==> src/sv/rvem_pkg.sv <==
package rvem_pkg;

  // number formats
  localparam int WB = 30;
  localparam int IN_FRAC_BITS = 20;
  localparam int OUT_FRAC_BITS = 22;
  localparam int NORM_FRAC = IN_FRAC_BITS + 8;
  localparam int W_UP = WB - IN_FRAC_BITS;
  localparam int N2_UP = 2 * W_UP;
  localparam int OUT_SH = WB - OUT_FRAC_BITS;

  localparam logic [63:0] ONE = 64'd1 << WB;
  localparam logic [63:0] PI_Q61 = 64'h6487ED5110B4611A;
  localparam logic [63:0] TWO_PI_Q61 = 64'hC90FDAA22168C234;
  localparam logic [63:0] TWO_PI = TWO_PI_Q61 >> (61 - NORM_FRAC);
  localparam logic [63:0] TWO_PI2 = TWO_PI << 1;
  localparam logic [63:0] PI_N = PI_Q61 >> (61 - NORM_FRAC);
  localparam logic [63:0] PI30 = PI_Q61 >> 31;
  localparam logic [63:0] HALF_PI30 = PI_Q61 >> 32;
  localparam logic [63:0] TINY_LIM = 64'd1 << (NORM_FRAC - 4);

  localparam int SQRT_STEPS = 32;
  localparam int DIV_STEPS = 31;
  localparam int HORNER_STEPS = 7;

  // constant divisors, each with floor(2^32 / d)
  localparam logic [63:0] RCP_NUM = 64'd1 << 32;
  localparam logic [9:0] DIV6 = 10'd6;
  localparam logic [9:0] DIV24 = 10'd24;
  localparam logic [9:0] DIV120 = 10'd120;
  localparam logic [9:0] DIV720 = 10'd720;
  localparam logic [31:0] RCP6 = 32'(RCP_NUM / 64'd6);
  localparam logic [31:0] RCP24 = 32'(RCP_NUM / 64'd24);
  localparam logic [31:0] RCP120 = 32'(RCP_NUM / 64'd120);
  localparam logic [31:0] RCP720 = 32'(RCP_NUM / 64'd720);

  // horner steps k = 7 down to 1: sin (2k)(2k+1), cos (2k-1)(2k)
  localparam logic [9:0] SIN_DIV [HORNER_STEPS] =
    '{10'd210, 10'd156, 10'd110, 10'd72, 10'd42, 10'd20, 10'd6};
  localparam logic [9:0] COS_DIV [HORNER_STEPS] =
    '{10'd182, 10'd132, 10'd90, 10'd56, 10'd30, 10'd12, 10'd2};
  localparam logic [31:0] SIN_RCP [HORNER_STEPS] = '{
    32'(RCP_NUM / 64'd210), 32'(RCP_NUM / 64'd156), 32'(RCP_NUM / 64'd110),
    32'(RCP_NUM / 64'd72), 32'(RCP_NUM / 64'd42), 32'(RCP_NUM / 64'd20),
    32'(RCP_NUM / 64'd6)};
  localparam logic [31:0] COS_RCP [HORNER_STEPS] = '{
    32'(RCP_NUM / 64'd182), 32'(RCP_NUM / 64'd132), 32'(RCP_NUM / 64'd90),
    32'(RCP_NUM / 64'd56), 32'(RCP_NUM / 64'd30), 32'(RCP_NUM / 64'd12),
    32'(RCP_NUM / 64'd2)};

  localparam logic signed [37:0] ONE_S = 38'(ONE);
  localparam logic [37:0] RND = (OUT_SH > 0) ? (38'd1 << (OUT_SH - 1)) : 38'd0;

  // word travelling down the cell chains
  typedef struct packed {
    logic [2:0][23:0] p;
    logic [31:0]      cas;
    logic [31:0]      cbs;
    logic [63:0]      v;
    logic [33:0]      rem;
    logic [31:0]      root;
    logic [2:0][31:0] drem;
    logic [2:0][30:0] q;
    logic [31:0]      m;
    logic [31:0]      m2;
    logic [31:0]      hs;
    logic [31:0]      hc;
    logic             sneg;
    logic             cneg;
    logic             tiny;
  } rvem_word_t;

  function automatic logic [23:0] mag24(input logic [23:0] a);
    return a[23] ? (24'd0 - a) : a;
  endfunction

  // quotient estimate, low by at most one
  function automatic logic [31:0] est_div(input logic [31:0] x, input logic [31:0] rcp);
    logic [63:0] pr;
    pr = x * rcp;
    return pr[63:32];
  endfunction

  function automatic logic [31:0] fix_div(input logic [31:0] x, input logic [31:0] q0,
                                          input logic [9:0] d);
    logic [41:0] qd;
    logic [31:0] r;
    qd = q0 * d;
    r = x - qd[31:0];
    return (r >= {22'd0, d}) ? (q0 + 32'd1) : q0;
  endfunction

  // q30 product, truncated toward zero
  function automatic logic signed [35:0] mulq(input logic signed [33:0] a,
                                              input logic signed [33:0] b);
    logic [33:0] ma;
    logic [33:0] mb;
    logic [67:0] pr;
    logic [35:0] r;
    ma = a[33] ? $unsigned(-a) : $unsigned(a);
    mb = b[33] ? $unsigned(-b) : $unsigned(b);
    pr = ma * mb;
    r = pr[65:30];
    return (a[33] ^ b[33]) ? -$signed(r) : $signed(r);
  endfunction

  function automatic logic [23:0] to_out(input logic signed [37:0] a);
    logic signed [37:0] c;
    logic [37:0] u;
    c = (a > ONE_S) ? ONE_S : ((a < -ONE_S) ? -ONE_S : a);
    u = $unsigned(c + ONE_S);
    u = (u + RND) >> OUT_SH;
    return 24'(u - (38'd1 << OUT_FRAC_BITS));
  endfunction

endpackage

==> src/sv/rvem_div_cell.sv <==
module rvem_div_cell import rvem_pkg::*; (
  input  logic       clk,
  input  logic       rst,
  input  logic       in_vld,
  input  rvem_word_t in_word,
  output logic       out_vld,
  output rvem_word_t out_word
);

  // one quotient bit per cell, three lanes sharing the norm as divisor
  rvem_word_t word_next;
  logic [32:0] r2 [3];

  always_comb begin
    word_next = in_word;
    for (int i = 0; i < 3; i++) begin
      r2[i] = {in_word.drem[i], 1'b0};
      if (r2[i] >= {1'b0, in_word.root}) begin
        word_next.drem[i] = 32'(r2[i] - {1'b0, in_word.root});
        word_next.q[i] = {in_word.q[i][29:0], 1'b1};
      end else begin
        word_next.drem[i] = r2[i][31:0];
        word_next.q[i] = {in_word.q[i][29:0], 1'b0};
      end
    end
  end

  always_ff @(posedge clk) begin
    if (rst) begin
      out_vld <= 1'b0;
    end else begin
      out_vld <= in_vld;
    end
  end

  always_ff @(posedge clk) begin
    out_word <= word_next;
  end

endmodule

==> config.mk <==
export PLATFORM = sky130hd
export DESIGN_NAME = rvem_div_cell
export DESIGN_NICKNAME = d
export VERILOG_FILES = /design/src/sv/rvem_pkg.sv /design/src/sv/rvem_div_cell.sv
export SDC_FILE = /design/constraint.sdc
export NUM_CORES = 1
export LEC_CHECK = 0
export ABC_AREA = 1
export ABC_CLOCK_PERIOD_IN_PS = 2240
export BUFFER_PORTS_ARGS = -buffer_cell sky130_fd_sc_hd__buf_4
export CAP_MARGIN = 10
export CORE_AREA = 2 2 457 459
export CTS_CLUSTER_SIZE = 25
export DETAILED_ROUTE_END_ITERATION = 8
export DIE_AREA = 0 0 459 461
export GPL_TIMING_DRIVEN = 0
export REMOVE_ABC_BUFFERS = 1
export SYNTH_ARGS = -nofsm -noshare
export SYNTH_HDL_FRONTEND = slang
export SYNTH_SLANG_ARGS = --single-unit
==> constraint.sdc <==
create_clock -name clk -period 2.24 [get_ports clk]
set_clock_uncertainty 0.05 [all_clocks]
set_input_delay 0.448 -clock clk [delete_from_list [all_inputs] [get_ports clk]]
set_output_delay 0.448 -clock clk [all_outputs]
set_load 0.01 [all_outputs]
* Yosys cells after proc, flatten, opt, wreduce, memory -nomap -nowiden
Index checks and enable logic that the tools add are counted.
W data, S select, Z words.
** Word-level totals
- Flip-flop bits (word level) :: 587
- Bits in latches :: 0
- Memory bits (writable) :: 0
- ROM bits :: 0
- Input bits :: 589
- Memories kept :: 0
** Operators by class
- Add/subtract/negate cells :: 3
- Multiply operators :: 0
- Divide/modulo/power cells :: 0
- Order comparisons :: 3
- Eq/ne operators :: 0
- Shift-type cells :: 0
- Multiplexer cells :: 6
- Bitwise gates (word level) :: 0
- Reductions and logical operators :: 0
** Operator list (number)
- $ge A33 B32 Y1 :: 3
- $mux W32 :: 3
- $sub A32 B32 Y32 :: 3
- $mux W1 :: 3

* Longest topological paths before layout
Gate-level depths: netlist (run 1).
- Depth in word-level cells :: 2
- Mapped depth :: 17
- Mapped depth without buffers :: 15

* Worst setup path before layout (run 1)
Ideal clock, no wire load.
- Path kind :: input port to flip-flop
- Start point :: input port in_word[348] (netlist bit)
- End point :: register out_word[296] (netlist bit)
- Library setup time :: 112 ps
- Data arrival time :: 1820 ps
- Slack :: 258 ps
- Stages on the path :: 13
- Cell sequence :: inv_1 > ha_1 > nand2_1 > inv_1 > a21oi_1 > nor2_1 > nor2_1 > nand2_1 > nor2_2 > nand2_4 > buf_4 > nand2_1 > nand2_1
** RTL lines
- from (decl) :: line rvem_div_cell.sv:5 : input rvem_word_t in_word,
- to (signal assigned) :: line rvem_div_cell.sv:37 : out_word <= word_next;
- to (decl) :: line rvem_div_cell.sv:7 : output rvem_word_t out_word

==> impl_metrics.json, run 1 <==
{
  "setup_viol": 0,
  "status": "finished, final reports clean",
  "fmax_mhz": 450,
  "worst_pin_slew_ps": 456,
  "syn_avg_cell_area_um2": 8.34,
  "critical-path-max-stage-delay_ps": 540,
  "synth_mux_area_share_pct": 0,
  "drive_above_1_share_pct": 33.6,
  "ant_nets": 0,
  "firstDrtPassIters": 7,
  "post-route-min-period_ps": 2220,
  "synth_top_area_share_pct": 56.9,
  "drtIter0Drc": 1374,
  "clock-sinks": 587,
  "synth_simple_gate_area_share_pct": 25.2,
  "vias": 24100,
  "grtUsageTotal_pct": 20.4,
  "numCtsBuffers": 79,
  "synth-seq-cells": 587,
  "final_net_count": 5020,
  "syn_inst": 2475,
  "grt_pass1_wl_um": 272000,
  "crit_required_ps": 2720,
  "clock_path_buffers": 3,
  "fin_ws_ps": 15.4,
  "drc_errors": 0,
  "final_cell_count_no_fill": 7162,
  "syn2layout_area_growth_pct": 106,
  "gr-max-usage-layer": "met2",
  "hp-class": "input pin to flop",
  "synth_area_leaders": "dfxtp_1 (57%), nand2_1 (17%), inv_1 (7.0%), ha_1 (5.8%), nand3_1 (2.7%)",
  "leakagePower_nw": 20.6,
  "synthXorXnorAreaFrac_pct": 1.78,
  "final-hold-violation-count": 0,
  "dieWidth_um": 459,
  "pwr-share-comb_pct": 23.6,
  "use_met2_pct": 34.3,
  "critPathTopFamily": "simple AND/OR/NAND/NOR gates",
  "synth_top_family_by_area": "simple AND/OR/NAND/NOR gates",
  "grt_max_degree": 32,
  "grt-ovfl-total": 0,
  "clk_pin_slew_ps": 60,
  "intPower_mw": 22.5,
  "grt_pass1_vias": 24200,
  "period_share_pct": 99.3,
  "htree_levels": 3,
  "path_max_fanout": 16,
  "slew_headroom_pct": 69.4,
  "drv_slew": 0,
  "wire_per_inst_um": 31.4,
  "wirelength_um": 225000,
  "core_area_um2": 206000,
  "worstPathCellList": "dlygate4sd3_1 -> buf_4 -> ha_4 -> nand2_2 -> nor2_2 -> nand2_1 -> nor2_1 -> nand2_1 -> nand3_1 -> nor2_4 -> nand2_8 -> clkinv_16 -> nand2_1 -> nand2_1",
  "switchingPower_mw": 10.5,
  "cp-end-kind": "flop",
  "gp_congestion": 0.906,
  "synth_compound_area_share_pct": 1.82,
  "p_clk_share_pct": 41.3,
  "via_per_inst": 3.36,
  "pre_cts_ws_ps": -1530,
  "ys_seq_area_share_pct": 56.9,
  "grt_setup_unrepaired": "true",
  "hpwl_um": 195000,
  "ios": 1176,
  "p_total_mw": 33.0,
  "switching_share_pct": 31.7,
  "cpMostUsedCell": "nand2_1",
  "cap_violations": 0,
  "power_density_nw_per_um2": 775,
  "clock-root-buffer": "clkbuf_16",
  "path_class": "input pin to flop",
  "grt_use_met3_pct": 9.65,
  "syn_area_um2": 20600,
  "yosysWarnings": 0,
  "ys_types": 25,
  "peakVddDrop_mv": 0.539,
  "dpl.cell_count": 6329,
  "use_met1_pct": 20.6,
  "start_util_pct": 10.0,
  "yosys.area.top_type": "dfxtp_1",
  "dieArea_um2": 212000,
  "crit_slowest_cell": "dlygate4sd3_1",
  "critPathLaunchType": "input pin",
  "dieHeight_um": 461,
  "rows": 167,
  "arrival_ps": 2700,
  "io_buffers": 1172,
  "synth_adder_area_share_pct": 6.11,
  "cts_tree": "done",
  "crit_buf_inv": 3,
  "worst_hold_slack_ps": 75.9,
  "p_seq_share_pct": 35.1,
  "antenna_found_initial": 167
}
==> cell usage after synthesis <==
cell type  instances
nor2_1           117
inv_1            386
dfxtp_1          587
a21oi_1           61
nor3_1            23
o21bai_1           3
buf_2              4
buf_6             17
xor2_1            39
ha_1              96
nand2_2            9
a21o_1             3
nand3b_1          29
inv_4              3
nand2_4            3
nand3_2            3
and2_1            23
nand3_1          110
nor2_2            16
o21ai_0            5
buf_4              1
fa_1               3
nand2_1          923
xnor2_1            3
nand4_1            8
==> power groups by stage <==
stage | registers, mW | logic, mW | clock network (mW)
floorplan | 12.1 | 1.82 | 0
global placement | 11.8 | 6.52 | 0
detailed placement | 11.8 | 6.49 | 0
CTS | 11.6 | 7.88 | 14.1
global route | 11.6 | 8.30 | 14.5
finish | 11.6 | 7.79 | 13.6
==> worst paths after layout <==
kind / to / cells after the start / slack [ps] / startpoint
worst max-delay path: out_word[265] / 14 / 20 / in_word[286]
worst min-delay path: out_word[254] / 3 / 80 / in_word[253]
==> timing repair <==
action,in CTS,in global routing
cloned,4,1
pin swaps,5,8
gates resized for setup,63,43
hold buffers,569,0
endpoints found under the hold margin,569,0
endpoints found under the setup margin,99,68
setup buffers,48,4
==> metrics by stage <==
step / TNS [ps] / utilization, % / instance area (um^2)
after floorplan: 0 / - / 20400
after global placement: -128270 / 15.8 / 32600
after detailed placement: -127980 / 15.8 / 32600
after CTS: 0 / 20.4 / 42200
after global routing: -20.0 / 20.6 / 42500
final: 0 / 20.6 / 42600
==> layout make-up <==
class                           instances  area (um^2)
Clock buffer                           96         2160
Fill cell                           22900       164000
Timing Repair inverter                  1         11.3
Sequential cell                       587        11800
Clock inverter                         48          592
Multi-Input combinational cell       1481         7530
Antenna cell                           63          158
Timing Repair Buffer                 1793        15400
Tap cell                             2704         3380
Inverter                              389         1640
==> kinds of logic after synthesis <==
| kind of cell | count (synthesis) |
|---|---|
| compound gates | 72 |
| buf+inv | 411 |
| flops | 587 |
| simple gates | 1264 |
| xor+xnor | 42 |
| fa+ha+maj | 99 |
==> sequential cells by signal, indices dropped and copies added, names as in the netlist <==
name and cells:
out_vld 1, out_word 586
==> per-layer routing <==
layer  routed length [um]  up-vias
li1                     -    11300
met1                78600    11100
met2               105000     1150
met3                24800      437
met4                15400       48
met5                  303        -
==> cell usage in the layout, fill, tap and decap left out, types with 7 or more instances in the layout <==
| cell | n |
|---|---|
| buf_4 | 1186 |
| inv_6 | 8 |
| bufinv_16 | 9 |
| clkbuf_16 | 80 |
| buf_12 | 37 |
| inv_1 | 354 |
| xor2_1 | 39 |
| nand2_1 | 917 |
| dlygate4sd3_1 | 569 |
| nand2_2 | 12 |
| nand3b_1 | 29 |
| ha_1 | 79 |
| diode_2 | 63 |
| ha_4 | 7 |
| clkbuf_8 | 10 |
| ha_2 | 10 |
| nor3_1 | 19 |
| clkinv_2 | 16 |
| and2_1 | 23 |
| dfxtp_1 | 587 |
| nand4_1 | 8 |
| clkinvlp_4 | 40 |
| a21oi_1 | 60 |
| nand3_1 | 109 |
| nor2_2 | 26 |
| nor2_1 | 101 |
No activity file was read; power rests on OpenSTA's default activity.
==> run 2, diff against run 1 <==
--- a/config.mk
+++ b/config.mk
@@ -5,14 +5,13 @@
 export SDC_FILE = /design/constraint.sdc
 export NUM_CORES = 1
 export LEC_CHECK = 0
-export ABC_AREA = 1
 export ABC_CLOCK_PERIOD_IN_PS = 2240
 export BUFFER_PORTS_ARGS = -buffer_cell sky130_fd_sc_hd__buf_4
 export CAP_MARGIN = 10
-export CORE_AREA = 2 2 457 459
+export CORE_AREA = 2 2 455 457
 export CTS_CLUSTER_SIZE = 25
 export DETAILED_ROUTE_END_ITERATION = 8
-export DIE_AREA = 0 0 459 461
+export DIE_AREA = 0 0 457 459
 export GPL_TIMING_DRIVEN = 0
 export REMOVE_ABC_BUFFERS = 1
 export SYNTH_ARGS = -nofsm -noshare
==> run 2 against run 1 <==
The run now ends with hold timing, setup timing left. Die area down 0.87%. Sequential power about the same. Combinational power up 1%. Synthesized cell count down 39%. Maximum frequency down 23%. Total power up 0.68%. Worst setup slack worse by 660 ps. Clock-buffer cell count up 8. Routed wire length down 14%. First-iteration DRC count down 25%. Non-clock buffer count up 40. Via count down 16%. Critical path type unchanged. Largest cell class unchanged. Largest power group unchanged. Highest routed layer unchanged.
==> impl_metrics.json, run 2 <==
{
  "hold_depth": 1,
  "cap_violations": 0,
  "synth_common_cells": "dfxtp_1 (587), ha_1 (96), a21oi_1 (87), nand2_1 (72), inv_1 (58)",
  "arrival_ps": 3380,
  "switching_share_pct": 30.3,
  "wirelength_um": 193000,
  "status": "finished with violations",
  "yosysWarnings": 0,
  "whs_endpoint": "out_word[320]",
  "ios": 1176,
  "leakagePower_nw": 18.0,
  "synth-seq-cells": 587,
  "drv_slew": 0,
  "crit_buf_inv": 6,
  "period_share_pct": 129,
  "final_net_count": 4067,
  "core_area_um2": 206000,
  "largest_register_ff_count": 586,
  "p_seq_share_pct": 35.0,
  "drc_errors": 0,
  "rows": 167,
  "multi_input_area_um2": 7410,
  "grt_max_degree": 17,
  "cpMostUsedCell": "buf_6",
  "intPower_mw": 23.1,
  "via_per_inst": 3.28,
  "syn2layout_area_growth_pct": 124,
  "synthFlopType": "dfxtp_1",
  "violations": "hold timing, setup timing",
  "grt_pass1_wl_um": 235000,
  "regMostFlops": "out_word",
  "final_common_cell": "buf_4",
  "path_max_fanout": 5,
  "io_buffers": 1172,
  "hpwl_um": 165000,
  "holdBufCountCts": 579,
  "fill_cells": 22400,
  "ant_nets": 0,
  "pwr-share-comb_pct": 23.8,
  "final_cell_count_no_fill": 6186,
  "worst_hold_slack_ps": -2.85,
  "peakVddDrop_mv": 0.550,
  "ys_seq_area_share_pct": 63.8,
  "wire_per_inst_um": 31.3,
  "syn_area_um2": 18400,
  "setup_viol": 99,
  "grt_setup_unrepaired": "true",
  "clock-root-buffer": "clkbuf_16",
  "p_total_mw": 33.2,
  "slew_headroom_pct": 60.2,
  "critical-path-max-stage-delay_ps": 400,
  "dpl.cell_count": 5345,
  "antenna_found_initial": 149,
  "dieHeight_um": 459,
  "postLayoutCellArea_um2": 41300,
  "hp-start": "in_word[320]",
  "switchingPower_mw": 10.1,
  "synth_edf_count": 0,
  "htree_levels": 3,
  "critPathLaunchType": "input pin",
  "vias": 20300,
  "tns_ps": -48930,
  "fmax_mhz": 347,
  "grt_pass1_vias": 21200,
  "placed_cell_area_um2": 30500,
  "crit_required_ps": 2740,
  "fin_ws_ps": -641,
  "final_cell_mix": "buf_4 (1215), dfxtp_1 (587), dlygate4sd3_1 (579)",
  "worst_pin_slew_ps": 597,
  "path_class": "input pin to flop",
  "clk_pin_slew_ps": 50,
  "p_clk_share_pct": 41.2,
  "pre_cts_ws_ps": -2730,
  "numCtsBuffers": 80,
  "critPathTopFamily": "buffers and inverters",
  "synth_top_area_share_pct": 63.8,
  "drtIter0Drc": 1029,
  "regArea_um2": 11800,
  "dieArea_um2": 210000,
  "synth_most_common_cell": "dfxtp_1",
  "hp-class": "input pin to flop",
  "crit_slowest_cell": "ha_4",
  "dieWidth_um": 457,
  "ys_types": 72,
  "drive_above_1_share_pct": 47.1,
  "synth_area_leaders": "dfxtp_1 (64%), ha_1 (6.5%), mux2_2 (3.4%), xnor2_1 (2.7%), a21oi_1 (2.4%)",
  "gp_congestion": 0.943,
  "post-route-min-period_ps": 2880,
  "firstDrtPassIters": 4,
  "yosys.area.top_type": "dfxtp_1",
  "grtUsageTotal_pct": 17.7,
  "worstPathCellList": "buf_6 -> clkinvlp_4 -> ha_4 -> nand2_4 -> nor4_4 -> o311ai_4 -> nand3_2 -> buf_6 -> a41oi_4 -> a31oi_4 -> a41oi_4 -> buf_12 -> buf_6 -> buf_6 -> mux2_4",
  "syn_avg_cell_area_um2": 12.3,
  "final-hold-violation-count": 1,
  "cts_tree": "done",
  "grt-ovfl-total": 0,
  "clock-sinks": 587,
  "syn_inst": 1499,
  "synthArstFlopShare_pct": 0,
  "start_util_pct": 8.96,
  "power_density_nw_per_um2": 805,
  "cp-end-kind": "flop",
  "clock_path_buffers": 3,
  "largest_registers": "out_word x586, out_vld x1",
  "fin_util_pct": 20.1
}
run 2: changes by cell type after synthesis, sizes merged, moves of 26 or more:
cell / change
xnor2: +53
mux2: +88
nand2: -863
a21oi: +26
nor2: -83
inv: -331
nand3: -90
a21o: +42
nand3b: -28
o21ai: +46
run 2: routing by layer:
layer | track usage [%] | vias to the layer above | wire length (um)
met3 | 8.14 | 415 | 19300
met4 | 6.82 | 50 | 9810
li1 | - | 9046 | -
met5 | 0 | - | 328
met1 | 15.9 | 9688 | 60800
met2 | 33.9 | 1100 | 103000
run 2: final cells by class:
type	instances	area share, %
inverters	58	0.700
well taps	2704	8.20
clock buffers	104	5.36
flip-flops and latches	587	28.5
repair buffers	1833	37.7
diodes	41	0.249
multi-input cells	819	18.0
clock inverters	40	1.32
run 2: kinds of logic after synthesis:
logic type               synth area share [%]
flip-flops                               63.8
AO/OA/AOI/OAI                            10.9
AND/OR/NAND/NOR                          6.58
adder cells (fa/ha/maj)                  6.85
multiplexers                             5.76
buffers and inverters                    2.20
XOR/XNOR                                 3.95
run 2: worst max path at each step:
stage	start	endpoint	slack [ps]	cells past startpoint
5_1_grt	in_word[336]	out_word[279]	-640	15
4_1_cts	in_word[321]	out_word[257]	-600	18
2_1_floorplan	in_word[322]	out_word[226]	-1670	10
3_3_place_gp	in_word[322]	out_word[242]	-4990	11
3_5_place_dp	in_word[336]	out_word[269]	-2730	12
6_report	in_word[329]	out_word[279]	-640	15
run 2: what timing repair did:
action | 4_1_cts | 5_1_grt
gates resized for setup | 195 | 90
pin swaps | 29 | 29
endpoints found under the hold margin | 579 | 1
endpoints found under the setup margin | 99 | 99
setup buffers | 60 | 16
gates cloned | 4 | 1
run 2: power by group through the flow:
stage | registers [mW] | logic (mW) | clock network, mW
final | 11.6 | 7.90 | 13.7
after global routing | 11.7 | 8.33 | 14.6
after CTS | 11.6 | 7.82 | 14.2
after detailed placement | 11.8 | 6.18 | 0
after global placement | 11.8 | 6.18 | 0
after floorplan | 12.2 | 1.69 | 0
