### src/sv/rvem_pkg.sv
package rvem_pkg;

  // number formats
  localparam int WB = 30;
  localparam int IN_FRAC_BITS = 20;
  localparam int OUT_FRAC_BITS = 22;
  localparam int NORM_FRAC = IN_FRAC_BITS + 8;
  localparam int W_UP = WB - IN_FRAC_BITS;
  localparam int N2_UP = 2 * W_UP;
  localparam int OUT_SH = WB - OUT_FRAC_BITS;

  localparam logic [63:0] ONE = 64'd1 << WB;
  localparam logic [63:0] PI_Q61 = 64'h6487ED5110B4611A;
  localparam logic [63:0] TWO_PI_Q61 = 64'hC90FDAA22168C234;
  localparam logic [63:0] TWO_PI = TWO_PI_Q61 >> (61 - NORM_FRAC);
  localparam logic [63:0] TWO_PI2 = TWO_PI << 1;
  localparam logic [63:0] PI_N = PI_Q61 >> (61 - NORM_FRAC);
  localparam logic [63:0] PI30 = PI_Q61 >> 31;
  localparam logic [63:0] HALF_PI30 = PI_Q61 >> 32;
  localparam logic [63:0] TINY_LIM = 64'd1 << (NORM_FRAC - 4);

  localparam int SQRT_STEPS = 32;
  localparam int DIV_STEPS = 31;
  localparam int HORNER_STEPS = 7;

  // constant divisors, each with floor(2^32 / d)
  localparam logic [63:0] RCP_NUM = 64'd1 << 32;
  localparam logic [9:0] DIV6 = 10'd6;
  localparam logic [9:0] DIV24 = 10'd24;
  localparam logic [9:0] DIV120 = 10'd120;
  localparam logic [9:0] DIV720 = 10'd720;
  localparam logic [31:0] RCP6 = 32'(RCP_NUM / 64'd6);
  localparam logic [31:0] RCP24 = 32'(RCP_NUM / 64'd24);
  localparam logic [31:0] RCP120 = 32'(RCP_NUM / 64'd120);
  localparam logic [31:0] RCP720 = 32'(RCP_NUM / 64'd720);

  // horner steps k = 7 down to 1: sin (2k)(2k+1), cos (2k-1)(2k)
  localparam logic [9:0] SIN_DIV [HORNER_STEPS] =
    '{10'd210, 10'd156, 10'd110, 10'd72, 10'd42, 10'd20, 10'd6};
  localparam logic [9:0] COS_DIV [HORNER_STEPS] =
    '{10'd182, 10'd132, 10'd90, 10'd56, 10'd30, 10'd12, 10'd2};
  localparam logic [31:0] SIN_RCP [HORNER_STEPS] = '{
    32'(RCP_NUM / 64'd210), 32'(RCP_NUM / 64'd156), 32'(RCP_NUM / 64'd110),
    32'(RCP_NUM / 64'd72), 32'(RCP_NUM / 64'd42), 32'(RCP_NUM / 64'd20),
    32'(RCP_NUM / 64'd6)};
  localparam logic [31:0] COS_RCP [HORNER_STEPS] = '{
    32'(RCP_NUM / 64'd182), 32'(RCP_NUM / 64'd132), 32'(RCP_NUM / 64'd90),
    32'(RCP_NUM / 64'd56), 32'(RCP_NUM / 64'd30), 32'(RCP_NUM / 64'd12),
    32'(RCP_NUM / 64'd2)};

  localparam logic signed [37:0] ONE_S = 38'(ONE);
  localparam logic [37:0] RND = (OUT_SH > 0) ? (38'd1 << (OUT_SH - 1)) : 38'd0;

  // word travelling down the cell chains
  typedef struct packed {
    logic [2:0][23:0] p;
    logic [31:0]      cas;
    logic [31:0]      cbs;
    logic [63:0]      v;
    logic [33:0]      rem;
    logic [31:0]      root;
    logic [2:0][31:0] drem;
    logic [2:0][30:0] q;
    logic [31:0]      m;
    logic [31:0]      m2;
    logic [31:0]      hs;
    logic [31:0]      hc;
    logic             sneg;
    logic             cneg;
    logic             tiny;
  } rvem_word_t;

  function automatic logic [23:0] mag24(input logic [23:0] a);
    return a[23] ? (24'd0 - a) : a;
  endfunction

  // quotient estimate, low by at most one
  function automatic logic [31:0] est_div(input logic [31:0] x, input logic [31:0] rcp);
    logic [63:0] pr;
    pr = x * rcp;
    return pr[63:32];
  endfunction

  function automatic logic [31:0] fix_div(input logic [31:0] x, input logic [31:0] q0,
                                          input logic [9:0] d);
    logic [41:0] qd;
    logic [31:0] r;
    qd = q0 * d;
    r = x - qd[31:0];
    return (r >= {22'd0, d}) ? (q0 + 32'd1) : q0;
  endfunction

  // q30 product, truncated toward zero
  function automatic logic signed [35:0] mulq(input logic signed [33:0] a,
                                              input logic signed [33:0] b);
    logic [33:0] ma;
    logic [33:0] mb;
    logic [67:0] pr;
    logic [35:0] r;
    ma = a[33] ? $unsigned(-a) : $unsigned(a);
    mb = b[33] ? $unsigned(-b) : $unsigned(b);
    pr = ma * mb;
    r = pr[65:30];
    return (a[33] ^ b[33]) ? -$signed(r) : $signed(r);
  endfunction

  function automatic logic [23:0] to_out(input logic signed [37:0] a);
    logic signed [37:0] c;
    logic [37:0] u;
    c = (a > ONE_S) ? ONE_S : ((a < -ONE_S) ? -ONE_S : a);
    u = $unsigned(c + ONE_S);
    u = (u + RND) >> OUT_SH;
    return 24'(u - (38'd1 << OUT_FRAC_BITS));
  endfunction

endpackage

### src/sv/rvem_sqrt_cell.sv
module rvem_sqrt_cell import rvem_pkg::*; (
  input  logic       clk,
  input  logic       rst,
  input  logic       in_vld,
  input  rvem_word_t in_word,
  output logic       out_vld,
  output rvem_word_t out_word
);

  // one root bit per cell
  rvem_word_t word_next;
  logic [35:0] rem_sh;
  logic [35:0] trial;

  always_comb begin
    word_next = in_word;
    rem_sh = {in_word.rem, in_word.v[63:62]};
    trial = {2'b00, in_word.root, 2'b01};
    word_next.v = {in_word.v[61:0], 2'b00};
    if (rem_sh >= trial) begin
      word_next.rem = 34'(rem_sh - trial);
      word_next.root = {in_word.root[30:0], 1'b1};
    end else begin
      word_next.rem = rem_sh[33:0];
      word_next.root = {in_word.root[30:0], 1'b0};
    end
  end

  always_ff @(posedge clk) begin
    if (rst) begin
      out_vld <= 1'b0;
    end else begin
      out_vld <= in_vld;
    end
  end

  always_ff @(posedge clk) begin
    out_word <= word_next;
  end

endmodule

### config.mk
export PLATFORM = sky130hd
export DESIGN_NAME = rvem_sqrt_cell
export DESIGN_NICKNAME = d
export VERILOG_FILES = /design/src/sv/rvem_pkg.sv /design/src/sv/rvem_sqrt_cell.sv
export SDC_FILE = /design/constraint.sdc
export NUM_CORES = 1
export LEC_CHECK = 0
export BUFFER_PORTS_ARGS = -buffer_cell sky130_fd_sc_hd__buf_2
export CORE_AREA = 2 2 459 461
export DETAILED_ROUTE_END_ITERATION = 7
export DIE_AREA = 0 0 461 463
export PLACE_DENSITY_LB_ADDON = 0.08
export SKIP_LAST_GASP = 1
export SYNTH_ARGS = -nofsm -noshare
export SYNTH_HDL_FRONTEND = slang
export SYNTH_SLANG_ARGS = --single-unit
### constraint.sdc
create_clock -name clk -period 4 [get_ports clk]
set_input_delay 0.8 -clock clk [delete_from_list [all_inputs] [get_ports clk]]
set_output_delay 0.8 -clock clk [all_outputs]
set_load 0.03 [all_outputs]
-- Word level (Yosys, flattened, before mapping)
Cells that the tools add are included.
- output and inout bits: 587
- flip-flop bits (word level): 585
- mux-type cells: 1
- $add $sub $neg: 1
- $lt $le $gt $ge: 1
- operators by type and width (kind ; count):
    $mux W66 ; 1
    $ge A36 B34 Y1 ; 1
    $sub A34 B34 Y34 ; 1

-- Logic depth before layout (Yosys ltp)
Gate-level depths: netlist of the first run.
- depth in word-level cells: 2
- depth in mapped cells: 13

-- Worst setup path before layout of the first run
No wires, ideal clock.
- path kind: input to register
- start point: in in_word[329] (netlist name)
- end point: reg out_word[379] (netlist name)
- arrival: 2798 ps
- library setup time: 121 ps
- setup slack: 1080 ps
- cell stages on the path: 10
- cell sequence: inv_1 -> ha_1 -> a21o_1 -> a31o_1 -> a211oi_4 -> o211ai_2 -> a21bo_2 -> mux2i_1 -> o221ai_1 -> mux2_4
- RTL lines (item ; line ; text):
    from (decl) ; rvem_sqrt_cell.sv:5 ; input rvem_word_t in_word,
    to (signal assigned) ; rvem_sqrt_cell.sv:38 ; out_word <= word_next;
    to (decl) ; rvem_sqrt_cell.sv:7 ; output rvem_word_t out_word

==> summary.log, run 1 <==
[status] run status finished clean
[worst_hold_path] Worst Min Path Start in_word[130]
[synth] post-synthesis instance area 14190 µm²
[pwr] Leak 12.27 nW
[grt] initial antenna violation count 106
[timing] period utilisation layout 72.70%
[synth] synthesized instance count 965
[clocking] TritonCTS clock tree built
[synth] Post-synth ARST share 0%
[clocking] number of buffers created by CTS 85
[floorplanning] standard-cell rows 168
[pwr] Cell Pwr Density 620.8 nW/µm²
[synth] fraction of the yosys area taken by sequential cells 82.54%
[synth] count of distinct cell types in the synthesized netlist 62
[timing] Setup Viol. Count Final 0
[synth] number of flops mapped to enable cells by yosys 0
[floorplanning] die area 213400 µm²
[drt] Final ANT Viol Nets 0
[synth] number of synthesized register bits 585
[clocking] setup repair bufs after CTS 0
[timing] final hold viol count 0
[drt] ratio of routed vias to standard cells 2.470
[synth] warnings from Yosys 0
[synth] synthesized area per cell 14.70 µm²
[placed_design] count of port buffers added during placement 1173
[clocking] count of instances resized after the clock tree is built 0
[placed_design] final RePlAce weighted congestion 0.7934
[drt] via count of the routed design 12.66k
[setup_path] endpoint arrival time on the critical path 3.48 ns
[grt] maximum number of pins on one net before global-route repair 29
[clocking] level count of the clock H-tree 3
[drt] count of TritonRoute iterations in the first routing pass 4
[cells_and_area] fraction of final layout cells with drive strength greater than 1 58.79%
[job] reported max-cap violation count 0
[placed_design] Post-DP HPWL 102100 µm
[synth] most used flip-flop cell after synthesis dfxtp_1
[floorplanning] I/O pin count 1176
[drt] total length of routed wires 117700 µm
[setup_path] launching element type of the critical path input pin
[grt] remaining global-route overflow 0
[timing] measured slew at the worst slew-check pin 0.5110 ns
[floorplanning] DIE HEIGHT 463 µm
[timing] setup TNS 0 ns
[timing] Slew Limit Fails 0
[floorplanning] width of the die 461 µm
[setup_path] startpoint of the most critical setup path in_word[320]
[clocking] number of buffers on the longest clock path 3
[grt] vias in the first global route 13.49k
[drt] number of DRC violations after detailed-routing iteration 0 320
[setup_path] capturing element type of the critical path register
[timing] RSZ-0062 raised after global routing no
[timing] Max Clk Rate 343.9 MHz
[timing] Final WS setup 1.092 ns
[pwr] Total Power Consumption 16.55 mW
[placed_design] pre-CTS worst setup slack 0.3359 ns
[clocking] clock root buffer master clkbuf_16
[grt] global-route wire length before repair 146500 µm
[cells_and_area] non-filler cells, final 5127
[grt] total routing resource utilization after global routing 10.66%
[cells_and_area] total number of nets in the final design 2855
[drt] final routed wire length divided by cell count 22.96 µm
[clocking] number of buffers inserted by hold repair at cts 0
[timing] minimum clock period 2.908 ns
[floorplanning] Initial Utilization 6.804%
[cells_and_area] # fillers 24.05k
[drt] Post-route DRC 0
[clocking] clock-pin slew of the registers on the worst-case setup and hold paths 0.06 ns
[clocking] clock sinks 585
[pwr] worst-case vdd ir drop 0.0002893 V
[timing] remaining max-slew budget at the tightest pin 65.69%
[setup_path] CP required 4.57 ns
[setup_path] worst-path maximum fanout 5
[worst_hold_path] hold crit path type in -> reg
[floorplanning] core area 208500 µm²
[placed_design] total instance count after detailed placement 4950
[setup_path] worst setup path class in -> reg
[cells_and_area] area delta synth->final 87.95%
==> cells in the mapped netlist, types with 4 or more instances <==
| library cell | count | area (µm²) |
|---|---|---|
| a21oi_1 | 28 | 140.1 |
| xor2_1 | 13 | 113.9 |
| mux2i_1 | 4 | 40.04 |
| a21o_1 | 19 | 142.6 |
| ha_1 | 34 | 425.4 |
| o21ai_0 | 41 | 205.2 |
| nand3_1 | 6 | 30.03 |
| inv_1 | 42 | 157.7 |
| a31oi_1 | 4 | 25.02 |
| buf_2 | 6 | 30.03 |
| nand2_1 | 58 | 217.7 |
| nand2b_1 | 5 | 31.28 |
| nand4_1 | 6 | 37.54 |
| o21ai_1 | 4 | 20.02 |
| nor3_1 | 10 | 50.05 |
| clkbuf_1 | 4 | 15.01 |
| xnor2_1 | 14 | 122.6 |
| dfxtp_1 | 585 | 11710 |
| o31ai_1 | 4 | 30.03 |
| nor2_1 | 18 | 67.56 |
==> through the flow <==
stage | area (µm²) | hold WS, ns | util, %
final | 26670 | 0.1845 | 12.79
after floorplan | 14190 | 0.8277 | -
after global routing | 26620 | 0.08897 | 12.77
after detailed placement | 23670 | 0.9036 | 11.35
after CTS | 26610 | 0.06524 | 12.76
after global placement | 23670 | 0.9023 | 11.35
==> cells by family after synthesis <==
logic type                 after synthesis  share of synthesized area [%]
and+or+nand+nor                        121                          3.995
other                                    1                        0.02643
AOI/OAI and AO/OA                      133                          6.570
DFF                                    585                          82.54
buffers and inverters                   59                          1.816
muxes                                    5                         0.3880
adders and majority gates               34                          2.998
xor gates and xnor gates                27                          1.667
==> area by class of cell <==
| class | instances | area (µm²) | area share (%) |
|---|---|---|---|
| clock inverters | 35 | 556.8 | 2.088 |
| well taps | 2805 | 3510 | 13.16 |
| flip-flops and latches | 585 | 11710 | 43.92 |
| multi-input cells | 322 | 2225 | 8.342 |
| clock buffers | 118 | 2381 | 8.929 |
| repair buffers | 1195 | 6061 | 22.73 |
| inverters | 43 | 162.7 | 0.6100 |
| diodes | 24 | 60.06 | 0.2252 |
==> critical path, cell delays in order <==
cell and delay, ns:
buf_2 0.08, inv_1 0.10, ha_1 0.38, o21ai_1 0.13
a22oi_2 0.39, o2111ai_2 0.25, a2111oi_4 0.57, o41ai_2 0.10
buf_4 0.17, and4b_1 0.20, o41ai_2 0.31
==> sequential cells by signal, summed over array words and instances, names as in the netlist <==
name      count
out_word    584
out_vld       1
==> where the power goes <==
part	internal [mW]	switching, mW	total, mW
logic	0.639	1.54	2.18
clock network	4.84	3.22	8.06
registers	6.20	0.106	6.31
total	11.7	4.87	16.6
==> cell usage in the layout, fill, tap and decap left out, types with 3 or more instances in the layout <==
master      netlist  routed
o21ai_0          41      41
nand2_1          58      58
dfxtp_1         585     585
nor2_1           18      18
clkinvlp_4        0       4
bufinv_16         0      10
o41ai_2           3       3
clkbuf_8          1      13
nand4_1           6       6
and2_1            3       3
xnor2_1          14      14
nand2b_1          5       5
clkbuf_1          4      20
mux2i_1           4       4
a21oi_1          28      28
o31ai_1           4       4
o21ai_1           4       4
buf_4             2      20
nor3_1           10      10
ha_1             34      34
xor2_1           13      13
nand3_1           6       6
a31oi_1           4       4
clkinv_2          1      11
buf_2             6    1173
diode_2           0      24
inv_6             0       3
a21o_1           19      19
inv_1            42      42
clkbuf_16         0      85
and3_2            3       3
==> worst paths after layout <==
kind / end / cells past startpoint
setup / recovery: out_word[385] / 11
hold / removal: out_word[130] / 1
==> metal layers <==
metal  part of all wire (%)  global-route usage, %
met1                     33                  9.759
met2                     53                  20.40
met5                   0.38                      0
met3                     12                  5.701
met4                    2.2                  2.315
(Power assumes the default switching activity.)
==> inputs of run 2 (changes only) <==
Clock period 4 ns to 2.65 ns, I/O delays scaled along.
==> summary.log, run 2 (synthesized netlist as in run 1, its figures left out) <==
[drt] number of DRC violations after detailed-routing iteration 0 385 [+20%]
[grt] global-route wire length before repair 155600 µm [+6.3%]
[clocking] clock sinks 585 [unchanged]
[setup_path] launching element type of the critical path input pin
[cells_and_area] flip-flop count of the largest register after layout 584 [unchanged]
[setup_path] maximum cell stage delay along the critical path 0.52 ns [-0.05 ns]
[cells_and_area] largest registers out_word x584, out_vld x1
[timing] measured slew at the worst slew-check pin 0.5798 ns [+0.06886 ns]
[clocking] number of buffers created by CTS 84 [-1.2%]
[timing] RSZ-0062 raised after global routing no
[timing] Slew Limit Fails 0 [unchanged]
[grt] met1 Track Usage GR 11.39% [+1.6 points]
[worst_hold_path] hold crit path type in -> reg
[drt] count of TritonRoute iterations in the first routing pass 6 [+2]
[status] run status finished clean
[grt] vias in the first global route 16.66k [+23%]
[floorplanning] Initial Utilization 6.804% [unchanged]
[timing] minimum clock period 2.509 ns
[cells_and_area] commonest non-fill, non-tap cells in the layout 1173 x buf_2, 585 x dfxtp_1, 560 x dlygate4sd3_1, 151 x buf_4, 84 x clkbuf_16
[setup_path] gate family responsible for the most delay along the worst path compound AO/OA/AOI/OAI gates
[clocking] TritonCTS clock tree built
[setup_path] buffering stage count on the worst path with inverters included 6 [+3]
[setup_path] worst-path maximum fanout 8 [+3]
[setup_path] ordered cell list for the critical path dlygate4sd3_1 > buf_2 > inv_1 > ha_1 > a21o_1 > a21o_1 > a21oi_1 > buf_4 > o311ai_2 > a211oi_2 > o21a_4 > clkinv_2 > buf_4 > a31o_1
[placed_design] final RePlAce weighted congestion 0.7819 [-1.4%]
[grt] met3 demand-to-capacity share in global routing 3.640% [-2.1 points]
[drt] final routed wire length divided by cell count 20.76 µm [-9.6%]
[placed_design] total instance count after detailed placement 5080 [+2.6%]
[floorplanning] DIE HEIGHT 463 µm [unchanged]
[grt] initial antenna violation count 63 [-41%]
[floorplanning] width of the die 461 µm [unchanged]
[job] reported max-cap violation count 0 [unchanged]
[cells_and_area] most common cell after layout, fill and taps aside buf_2
[floorplanning] die area 213400 µm² [unchanged]
[timing] Fin Hold WS 0.09213 ns [-0.09239 ns]
[drt] Final ANT Viol Nets 0 [unchanged]
[timing] setup TNS 0 ns [unchanged]
[placed_design] count of port buffers added during placement 1173 [unchanged]
[floorplanning] core area 208500 µm² [unchanged]
[timing] final hold viol count 0 [unchanged]
[setup_path] Max stage delay cell, worst path dlygate4sd3_1
[setup_path] CP required 3.20 ns [-1.37 ns]
[cells_and_area] total number of nets in the final design 3545 [+24%]
[clocking] level count of the clock H-tree 3 [unchanged]
[clocking] number of buffers on the longest clock path 3 [unchanged]
[timing] Max Clk Rate 398.6 MHz
[cells_and_area] share of the core filled with cells 15.93% [+3.1 points]
[setup_path] endpoint arrival time on the critical path 3.06 ns [-0.42 ns]
[grt] met2 track utilization from global routing 20.79% [+0.39 points]
[clocking] clock root buffer master clkbuf_16
[drt] ratio of routed vias to standard cells 2.576 [+4.3%]
[setup_path] worst setup path class in -> reg
[cells_and_area] area delta synth->final 134.2%
[timing] Setup Viol. Count Final 0 [unchanged]
[floorplanning] standard-cell rows 168 [unchanged]
[floorplanning] I/O pin count 1176 [unchanged]
[drt] via count of the routed design 15.00k [+18%]
[cells_and_area] largest register by flop count out_word
[grt] maximum number of pins on one net before global-route repair 27 [-6.9%]
[grt] Most Used Layer, Global Route met2
[pwr] worst-case vdd ir drop 0.0004894 V [+69%]
[timing] period utilisation layout 94.67%
[setup_path] capturing element type of the critical path register
[pwr] Cell Pwr Density 771.7 nW/µm² [+24%]
[cells_and_area] non-filler cells, final 5822 [+14%]
[pwr] Leak 15.24 nW [+24%]
[placed_design] Post-DP HPWL 103400 µm [+1.3%]
[timing] remaining max-slew budget at the tightest pin 61.05% [-4.6 points]
[clocking] clock-pin slew of the registers on the worst-case setup and hold paths 0.06 ns [about the same]
[cells_and_area] fraction of final layout cells with drive strength greater than 1 50.08% [-8.7 points]
[grt] remaining global-route overflow 0 [unchanged]
[drt] total length of routed wires 120800 µm [+2.7%]
[drt] Post-route DRC 0 [unchanged]
[grt] total routing resource utilization after global routing 11.00% [+0.33 points]
run 2: cell types whose count changed in the layout (fill, tap and decap cells not counted), sizes merged:
cell / previous run / this run
buf: 1195 / 1326
bufinv: 10 / 6
clkbuf: 118 / 113
clkinv: 17 / 26
clkinvlp: 4 / 2
diode: 24 / 28
dlygate4sd3: 0 / 560
inv: 47 / 49
run 2: routing by layer:
layer	wire, µm	part of all wire, %
met1	44340	37
met2	63520	53
met3	10020	8.3
met4	2841	2.4
met5	126	0.10
run 2: path summary, 6_finish.rpt:
path / start / endpoint / slack (ns) / depth (start not counted)
worst min-delay path: in_word[366] / out_word[368] / 0.09 / 3
worst max-delay path: in_word[346] / out_word[378] / 0.14 / 14
run 2: what timing repair did:
action / in CTS / in global routing
hold buffers: 560 / 0
setup buffers: 0 / 1
resized for setup: 1 / 10
endpoints found under the setup margin: 2 / 34
hold endpoints to repair: 559 / 0
pin swaps: 0 / 3
run 2: cell type report:
type | count | area (µm²)
fillers | 23720 | 175300
repair buffers | 1886 | 12650
flip-flops and latches | 585 | 11710
well taps | 2805 | 3510
clock buffers | 113 | 2361
multi-input cells | 322 | 2271
clock inverters | 40 | 488.0
inverters | 43 | 162.7
diodes | 28 | 70.07
run 2: tightest hold or removal path: stages:
cell     delay, ns
buf_2         0.12
nand2_1       0.05
o21ai_0       0.07
run 2: power by group:
part	total (mW)	internal, mW	switching [mW]	leakage [nW]
sequential	9.54	9.36	0.177	4.94
clock	11.8	6.91	4.89	1.41
combinational	4.29	1.71	2.58	8.89
total	25.6	18.0	7.65	15.2
run 2: stage by stage:
stage / power [mW] / worst slack [ns] / instance area [µm²]
floorplan: 11.34 / 0.0002887 / 14190
global route: 27.01 / 0.03818 / 33190
detailed placement: 13.41 / -0.7925 / 24640
CTS: 26.54 / 0.03820 / 33110
global placement: 13.46 / -0.7352 / 24640
finish: 25.64 / 0.1414 / 33220
==> inputs of run 3 (changes only) <==
Settings changed: SETUP_SLACK_MARGIN set to 0.5.
==> summary.log, run 3 (synthesized netlist as in run 1, its figures left out) <==
[status] run status finished clean
[drt] count of TritonRoute iterations in the first routing pass 4 [-2]
[placed_design] Post-DP HPWL 100400 µm [-2.9%]
[setup_path] launching element type of the critical path input pin
[clocking] clock-pin slew of the registers on the worst-case setup and hold paths 0.06 ns [about the same]
[setup_path] worst-path maximum fanout 4 [-4]
[clocking] TritonCTS clock tree built
[setup_path] critical path depth in cells 14 [unchanged]
[cells_and_area] flip-flop count of the largest register after layout 584 [unchanged]
[cells_and_area] commonest non-fill, non-tap cells in the layout 1163 x buf_2, 584 x dfxtp_1, 563 x dlygate4sd3_1, 122 x buf_4, 84 x clkbuf_16
[cells_and_area] area delta synth->final 141.3%
[timing] minimum clock period 2.349 ns [-0.1596 ns]
[drt] ratio of routed vias to standard cells 2.620 [+1.7%]
[floorplanning] width of the die 461 µm [unchanged]
[timing] Max Clk Rate 425.7 MHz [+6.8%]
[drt] number of DRC violations after detailed-routing iteration 0 387 [+0.52%]
[timing] period utilisation layout 88.64% [-6.0 points]
[timing] Setup Viol. Count Final 0 [unchanged]
[grt] total routing resource utilization after global routing 10.85% [-0.15 points]
[setup_path] ordered cell list for the critical path buf_2 > inv_2 > ha_4 > buf_6 > nand4_1 > nor2_2 > a211oi_4 > buf_6 > buf_6 > a2111oi_4 > o41ai_4 > buf_6 > and4b_1 > o41ai_2
[clocking] clock sinks 585 [unchanged]
[setup_path] Max stage delay cell, worst path a2111oi_4
[grt] met1 Track Usage GR 11.39% [about the same]
[timing] Fin Hold WS 0.1019 ns [+0.009767 ns]
[drt] Final ANT Viol Nets 0 [unchanged]
[setup_path] endpoint arrival time on the critical path 2.95 ns [-0.11 ns]
[drt] total length of routed wires 120300 µm [-0.44%]
[timing] measured slew at the worst slew-check pin 0.5105 ns [-0.06930 ns]
[setup_path] cell repeated most along the worst path buf_6
[cells_and_area] Post-Layout Inst Area 34240 µm² [+3.1%]
[timing] final hold viol count 0 [unchanged]
[timing] RSZ-0062 raised after global routing yes
[drt] via count of the routed design 15.25k [+1.7%]
[job] reported max-cap violation count 0 [unchanged]
[drt] Post-route DRC 0 [unchanged]
[grt] initial antenna violation count 58 [-7.9%]
[cells_and_area] area taken by multi-input logic gates 2869 µm² [+26%]
[floorplanning] standard-cell rows 168 [unchanged]
[placed_design] placed inst area 24770 µm² [+0.49%]
[clocking] clock root buffer master clkbuf_16
[setup_path] capturing element type of the critical path register
[clocking] level count of the clock H-tree 3 [unchanged]
[clocking] number of buffers created by CTS 82 [-2.4%]
[setup_path] CP required 3.25 ns [+0.05 ns]
[setup_path] gate family responsible for the most delay along the worst path compound AO/OA/AOI/OAI gates
[grt] remaining global-route overflow 0 [unchanged]
[grt] maximum number of pins on one net before global-route repair 14 [-48%]
[placed_design] final RePlAce weighted congestion 0.7879 [+0.77%]
[cells_and_area] total number of nets in the final design 3548 [+0.085%]
[grt] global-route wire length before repair 155400 µm [-0.13%]
[drt] final routed wire length divided by cell count 20.67 µm [-0.41%]
[worst_hold_path] Min-Delay Path Depth 3 [unchanged]
[grt] Most Used Layer, Global Route met2
[floorplanning] DIE HEIGHT 463 µm [unchanged]
[cells_and_area] largest register by flop count out_word
[setup_path] worst setup path class in -> reg
[floorplanning] core area 208500 µm² [unchanged]
[floorplanning] die area 213400 µm² [unchanged]
[cells_and_area] largest registers out_word x584, out_vld x1
[timing] setup TNS 0 ns [unchanged]
[pwr] Cell Pwr Density 759.6 nW/µm² [-1.6%]
[cells_and_area] most common cell after layout, fill and taps aside buf_2
[cells_and_area] area used by sequential logic in the layout 11710 µm² [about the same]
[clocking] number of buffers on the longest clock path 3 [unchanged]
[setup_path] maximum cell stage delay along the critical path 0.46 ns [-0.06 ns]
[timing] remaining max-slew budget at the tightest pin 65.70% [+4.7 points]
[floorplanning] Initial Utilization 6.804% [unchanged]
[grt] met2 track utilization from global routing 20.14% [-0.65 points]
[cells_and_area] # fillers 23.54k [-0.74%]
[floorplanning] I/O pin count 1176 [unchanged]
[grt] met3 demand-to-capacity share in global routing 3.701% [+0.061 points]
[pwr] worst-case vdd ir drop 0.0004371 V [-11%]
[grt] vias in the first global route 16.99k [+2.0%]
[cells_and_area] fraction of final layout cells with drive strength greater than 1 53.28% [+3.2 points]
[pwr] Leak 15.50 nW [+1.7%]
[worst_hold_path] hold crit path type in -> reg
[setup_path] buffering stage count on the worst path with inverters included 6 [unchanged]
[placed_design] count of port buffers added during placement 1173 [unchanged]
[timing] Slew Limit Fails 0 [unchanged]
-- run 3: through the flow --
stage | cells | power (mW) | utilization (%) | setup WS (ns)
after global routing | 5814 | 27.27 | 16.41 | 0.2695
after global placement | 5054 | 13.49 | 11.88 | -0.7114
after floorplan | 966 | 11.44 | - | 0.1730
after detailed placement | 5054 | 13.42 | 11.88 | -0.7109
final | 5820 | 26.01 | 16.42 | 0.3009
after CTS | 5789 | 26.77 | 16.24 | 0.3456
-- run 3: layer usage --
| layer | vias to the layer above | share of wire, % |
|---|---|---|
| met1 | 7107 | 37 |
| met2 | 767 | 52 |
| met5 | - | 0.20 |
| met4 | 42 | 2.9 |
| met3 | 192 | 7.6 |
| li1 | 7140 | - |
-- run 3: repair_timing --
item,CTS,global route
endpoints found under the setup margin,36,35
hold buffers,562,1
resized for setup,76,73
buffers inserted,17,6
endpoints found under the hold margin,561,1
cloned,5,1
pin swaps,52,34
-- run 3: cell type report --
type / count / share of cell area, %
Inverter: 43 / 0.5371
Multi-Input combinational cell: 322 / 8.378
Timing Repair Buffer: 1891 / 38.02
Sequential cell: 585 / 34.20
Clock buffer: 104 / 6.705
Tap cell: 2805 / 10.25
Antenna cell: 23 / 0.1681
Clock inverter: 47 / 1.739
-- run 3: power breakdown --
part	internal (mW)	switching, mW
Sequential	9.37	0.193
Combinational	1.88	2.68
Clock	6.93	4.96
Total	18.2	7.83
-- run 3: path summary, 6_finish.rpt --
path	startpoint	endpoint	slack (ns)
max	in_word[330]	out_word[385]	0.30
min	in_word[354]	out_word[356]	0.10
